### config.mk
export PLATFORM = sky130hd
export DESIGN_NAME = wtws_ctrl
export DESIGN_NICKNAME = d
export VERILOG_FILES = /design/src/rtl/wtws_pkg.sv /design/src/rtl/wtws_ctrl.sv
export SDC_FILE = /design/constraint.sdc
export NUM_CORES = 1
export LEC_CHECK = 0
export ABC_AREA = 1
export BUFFER_PORTS_ARGS = -buffer_cell sky130_fd_sc_hd__buf_2
export CORE_ASPECT_RATIO = 1.4
export CORE_MARGIN = 4
export CORE_UTILIZATION = 25
export CTS_CLUSTER_DIAMETER = 120
export DETAILED_ROUTE_END_ITERATION = 10
export PLACE_DENSITY_LB_ADDON = 0.05
export SLEW_MARGIN = 0
export SYNTH_ARGS = -nofsm -noshare
export SYNTH_HDL_FRONTEND = slang
export SYNTH_SLANG_ARGS = --single-unit
### constraint.sdc
create_clock -name clk -period 2.75 [get_ports clk]
set_input_delay 0.55 -clock clk [delete_from_list [all_inputs] [get_ports clk]]
set_output_delay 0.55 -clock clk [all_outputs]
set_load 0.01 [all_outputs]
### src/rtl/wtws_pkg.sv
// Shared types, codes and helper functions of the wrapped texture walk sampler.
package wtws_pkg;

	localparam int unsigned MAX_TILE_DIM_DEF = 64;
	localparam int unsigned DIM_W            = 7;
	localparam int unsigned CFG_IDX_W        = 2;
	localparam int unsigned CFG_DATA_W       = 7;
	localparam int unsigned MOD_W            = 16;
	localparam int unsigned MOD_CNT_W        = $clog2(MOD_W);

	localparam logic [CFG_IDX_W-1:0] CFG_TILE_WIDTH  = 2'd0;
	localparam logic [CFG_IDX_W-1:0] CFG_TILE_HEIGHT = 2'd1;
	localparam logic [CFG_IDX_W-1:0] CFG_FILTER_MODE = 2'd2;

	localparam logic [DIM_W-1:0] TILE_DIM_RESET = 7'd64;

	typedef enum logic [1:0] {
		OP_WRITE = 2'd0,
		OP_SET   = 2'd1,
		OP_STEP  = 2'd2,
		OP_NOP   = 2'd3
	} opcode_t;

	// Source and target of one remainder job.
	typedef enum logic [2:0] {
		SEL_PX = 3'd0,
		SEL_PY = 3'd1,
		SEL_SX = 3'd2,
		SEL_SY = 3'd3,
		SEL_AX = 3'd4,
		SEL_AY = 3'd5
	} sel_t;

	typedef struct packed {
		logic       load;
		logic       tex_wr;
		logic       div_start;
		logic       div_commit;
		sel_t       div_sel;
		logic       adv_add;
		logic       adv_wrap;
		logic       adv_commit;
		logic       idx_load;
		logic       rd_en;
		logic [1:0] rd_tap;
		logic       lerp1;
		logic       lerp2;
		logic       out_load;
	} cmd_t;

	typedef struct packed {
		logic div_done;
		logic x_over;
		logic y_over;
		logic bilinear;
		logic out_free;
	} sts_t;

	// Tile dimension as used: zero counts as one, clamp to the store size.
	function automatic logic [DIM_W-1:0] eff_dim(input logic [DIM_W-1:0] d,
		input int unsigned mx);
		if (d == '0)
			return DIM_W'(1);
		if (32'(d) > mx)
			return DIM_W'(mx);
		return d;
	endfunction

	// a + floor((b - a) * f / 256), stays between a and b.
	function automatic logic [7:0] lerp8(input logic [7:0] a, input logic [7:0] b,
		input logic [7:0] f);
		logic signed [8:0]  d;
		logic signed [16:0] p;
		logic signed [9:0]  s;
		d = $signed({1'b0, b}) - $signed({1'b0, a});
		p = 17'(d) * 17'($signed({1'b0, f}));
		s = $signed({2'b00, a}) + 10'(p >>> 8);
		return s[7:0];
	endfunction

endpackage

### src/rtl/wtws_ctrl.sv
// Controller: sequences item acceptance, walk reduction, advance, fetch and filter.
module wtws_ctrl (
	input  logic           clk,
	input  logic           arst_n,
	input  logic           item_valid,
	input  logic [1:0]     item_opcode,
	output logic           item_ready,
	output wtws_pkg::cmd_t cmd,
	input  wtws_pkg::sts_t sts
);
	import wtws_pkg::*;

	typedef enum logic [11:0] {
		ST_IDLE  = 12'b0000_0000_0001,
		ST_WRITE = 12'b0000_0000_0010,
		ST_DIVGO = 12'b0000_0000_0100,
		ST_DIVWT = 12'b0000_0000_1000,
		ST_ADD   = 12'b0000_0001_0000,
		ST_WRAP  = 12'b0000_0010_0000,
		ST_CHK   = 12'b0000_0100_0000,
		ST_IDX   = 12'b0000_1000_0000,
		ST_READ  = 12'b0001_0000_0000,
		ST_LERP1 = 12'b0010_0000_0000,
		ST_LERP2 = 12'b0100_0000_0000,
		ST_DONE  = 12'b1000_0000_0000
	} state_t;

	state_t     state_q, state_d;
	sel_t       sel_q, sel_d;
	logic [1:0] rtap_q, rtap_d;

	always_ff @(posedge clk or negedge arst_n) begin
		if (!arst_n) begin
			state_q <= ST_IDLE;
			sel_q   <= SEL_PX;
			rtap_q  <= '0;
		end else begin
			state_q <= state_d;
			sel_q   <= sel_d;
			rtap_q  <= rtap_d;
		end
	end

	always_comb begin
		state_d     = state_q;
		sel_d       = sel_q;
		rtap_d      = rtap_q;
		cmd         = '0;
		cmd.div_sel = sel_q;
		cmd.rd_tap  = rtap_q;
		item_ready  = 1'b0;
		case (state_q)
			ST_IDLE: begin
				item_ready = 1'b1;
				if (item_valid) begin
					cmd.load = 1'b1;
					case (item_opcode)
						OP_WRITE: state_d = ST_WRITE;
						OP_SET: begin
							sel_d   = SEL_PX;
							state_d = ST_DIVGO;
						end
						OP_STEP:  state_d = ST_ADD;
						default:  state_d = ST_IDLE;
					endcase
				end
			end
			ST_WRITE: begin
				cmd.tex_wr = 1'b1;
				state_d    = ST_IDLE;
			end
			ST_DIVGO: begin
				cmd.div_start = 1'b1;
				state_d       = ST_DIVWT;
			end
			ST_DIVWT: begin
				if (sts.div_done) begin
					cmd.div_commit = 1'b1;
					state_d        = ST_DIVGO;
					case (sel_q)
						SEL_PX: sel_d = SEL_PY;
						SEL_PY: sel_d = SEL_SX;
						SEL_SX: sel_d = SEL_SY;
						SEL_SY: state_d = ST_IDLE;
						SEL_AX: begin
							if (sts.y_over)
								sel_d = SEL_AY;
							else
								state_d = ST_IDX;
						end
						default: state_d = ST_IDX;
					endcase
				end
			end
			ST_ADD: begin
				cmd.adv_add = 1'b1;
				state_d     = ST_WRAP;
			end
			ST_WRAP: begin
				cmd.adv_wrap = 1'b1;
				state_d      = ST_CHK;
			end
			ST_CHK: begin
				// still outside a shrunk tile: reduce by the remainder unit
				cmd.adv_commit = 1'b1;
				if (sts.x_over) begin
					sel_d   = SEL_AX;
					state_d = ST_DIVGO;
				end else if (sts.y_over) begin
					sel_d   = SEL_AY;
					state_d = ST_DIVGO;
				end else begin
					state_d = ST_IDX;
				end
			end
			ST_IDX: begin
				cmd.idx_load = 1'b1;
				rtap_d       = '0;
				state_d      = ST_READ;
			end
			ST_READ: begin
				cmd.rd_en = 1'b1;
				if (!sts.bilinear || rtap_q == 2'd3) begin
					rtap_d  = '0;
					state_d = ST_LERP1;
				end else begin
					rtap_d = rtap_q + 2'd1;
				end
			end
			ST_LERP1: begin
				cmd.lerp1 = 1'b1;
				state_d   = ST_LERP2;
			end
			ST_LERP2: begin
				cmd.lerp2 = 1'b1;
				state_d   = ST_DONE;
			end
			ST_DONE: begin
				if (sts.out_free) begin
					cmd.out_load = 1'b1;
					state_d      = ST_IDLE;
				end
			end
			default: state_d = ST_IDLE;
		endcase
	end

endmodule

==> impl_metrics.json <==
{
  "insertion_delay_ns": 0.26,
  "synth_common_cells": "nand2_1 (46), inv_1 (38), nor2_1 (21)",
  "post-route-period-util_pct": 76.0,
  "placed_area_um2": 1500,
  "cts_tree": "built",
  "cts.repair.resized": 0,
  "drc_errors": 0,
  "power_mw": 1.30,
  "max_cap_viol_count": 0,
  "yosys-top-cells-area": "dfrtp_1 (31%), nand2_1 (13%), inv_1 (11%)",
  "arrival_ns": 1.54,
  "vdd_drop_max_mv": 0.308,
  "p_int_uw": 662,
  "initial_core_util_pct": 26.1,
  "synth_area_um2": 1280,
  "grt_pass1_wl_mm": 5.33,
  "synth_top_cell_area_share_pct": 31.2,
  "synth_nets": 201,
  "die_w_um": 68.6,
  "setup_tns_ns": 0,
  "drt-initial-drc-count": 47,
  "grt_setup_unrepaired": "false",
  "port_buffers": 27,
  "num_rows": 30,
  "grt_max_degree": 18,
  "route.vias.total": 1205,
  "n_antenna_cell": 0,
  "crit_path_end_kind": "output pin",
  "top_level_ports": 28,
  "htreeDepth": 1,
  "cp_data_required_time_ns": 2.20,
  "finalNetCount": 233,
  "yosysWarningCount": 0,
  "routedWlPerCell_um": 11.4,
  "first_pass_iters": 4,
  "grt_usage_pct": 11.2,
  "dp_slack_ns": 0.949,
  "gp_congestion": 0.809,
  "swShare_pct": 49.0,
  "drt-total-wl_mm": 3.24,
  "r2r_cells": 8,
  "tightest_slew_ns": 0.415,
  "syn_area_per_cell_um2": 6.76,
  "synth.distinct_cells": 24,
  "clockPowerShare_pct": 15.8,
  "startpoint_type": "flop",
  "dpl.hpwl_mm": 2.72,
  "outcome": "complete, no violations",
  "ant_nets": 0,
  "numCtsBuffers": 3,
  "die_h_um": 92.8,
  "yosys.area.top_type": "dfrtp_1",
  "cts_hold_buf": 0,
  "cts.clk_slew.worst_paths_ns": 0.08,
  "finalClockSkew_ns": 0.0111,
  "crit_type": "flop to output pin",
  "clock-sinks": 17,
  "min_period_ns": 2.09,
  "hold_viol": 0,
  "die_area_um2": 6370,
  "grt_pass1_vias": 1158,
  "n_fill_cell": 555,
  "slew_headroom_pct": 72.3,
  "synth_edf_count": 0,
  "antenna_found_initial": 0,
  "synth_ff_type": "dfrtp_1",
  "yosysSeqAreaShare_pct": 33.2,
  "powerDensity_nw_per_um2": 838,
  "netlist_instances": 190,
  "worstPathMaxFanout": 5,
  "fin_util_pct": 31.5,
  "min_path_type": "input port to async pin",
  "drive_gt1_share_pct": 27.6,
  "post-cts-setup-buffers": 0,
  "switchingPower_uw": 636,
  "core_um2": 4920,
  "slew_violations": 0,
  "p_seq_share_pct": 28.1,
  "grt-ovfl-total": 0,
  "p_leak_nw": 0.888,
  "post_drt_via_cell_ratio": 4.23,
  "final.setup.worst_slack_ns": 0.660,
  "clockBufferDepth": 2,
  "async_reset_ff_share_pct": 100,
  "ys_seq_elements": 17,
  "fmax_ghz": 0.479,
  "setup_viol": 0,
  "final_area_um2": 1550,
  "p_comb_share_pct": 56.1,
  "area_delta_synth_final_pct": 20.5,
  "cts_root_buf": "clkbuf_8",
  "yosysMostFrequentCell": "nand2_1"
}
==> layout make-up <==
class | count | area (um^2) | area share, %
Tap cell | 64 | 80.1 | 5.17
Multi-Input combinational cell | 130 | 692 | 44.7
Sequential cell | 17 | 427 | 27.5
Clock inverter | 1 | 7.51 | 0.485
Clock buffer | 3 | 41.3 | 2.67
Timing Repair Buffer | 27 | 135 | 8.72
Inverter | 43 | 166 | 10.7
==> final timing paths <==
path | endpoint | from | slack [ns]
max | cmd[9] | state_q[8] | 0.66
min | state_q[4] | arst_n | 0.21
max reg2reg | state_q[4] | state_q[0] | 1.15
min reg2reg | rtap_q[0] | rtap_q[0] | 0.52
max in group asynchronous | state_q[0] | arst_n | 2.20
min in group clk | state_q[1] | item_opcode[1] | 0.47
==> sequential cells by signal, indices dropped and copies added (netlist names) <==
signal / flops
state_q: 12
sel_q: 3
rtap_q: 2
==> power groups by stage <==
stage	Sequential, mW	Clock (mW)	Combinational, mW
floorplan	0.368	0	0.545
global placement	0.370	0	0.737
detailed placement	0.371	0	0.739
CTS	0.365	0.216	0.743
global route	0.376	0.224	0.828
finish	0.365	0.205	0.727
==> metrics by stage <==
stage,std cells,hold WS (ns)
floorplan,190,0.254
global placement,281,0.510
detailed placement,281,0.514
CTS,285,0.224
global route,285,0.236
finish,285,0.207
==> worst max-delay path, cell delays in order, from the launching register on <==
cell and delay (ns):
dfrtp_1 0.41, nor2_2 0.18, nand2_4 0.12, nor2_4 0.18
inv_1 0.10, nor3_1 0.13, buf_2 0.15
==> layer usage <==
layer  global-route usage (%)  up-vias  routed length [um]
li1                         -      646                   -
met1                     13.9      533                1390
met2                     19.0       21                1700
met3                     1.46        5                  91
met4                     3.98        0                  53
met5                        0        -                   0
==> placed cells by master, fill, tap and decap left out <==
master and count:
inv_1 38, nor2_2 8, nand2_2 4, nand4_1 2, dfstp_2 1, a21oi_1 5
dfrtp_1 16, a21oi_2 1, nor4_1 2, buf_2 27, nand3b_1 1, clkinvlp_4 1
clkinv_4 1, o21ai_0 7, nand3_1 10, nor3_1 9, nand2_1 46, nor2_1 21
a32o_1 1, inv_2 4, nor2_8 2, nor2_4 1, ha_1 1, nand3_2 2
nand2_4 6, o211ai_1 1, clkbuf_8 3
==> logic make-up after synthesis <==
group           share of synthesized area (%)
fa+ha+maj                               0.974
buf+inv                                  13.0
compound gates                           6.72
simple gates                             46.2
flops                                    33.2
Power figures use the tool's default switching activity.
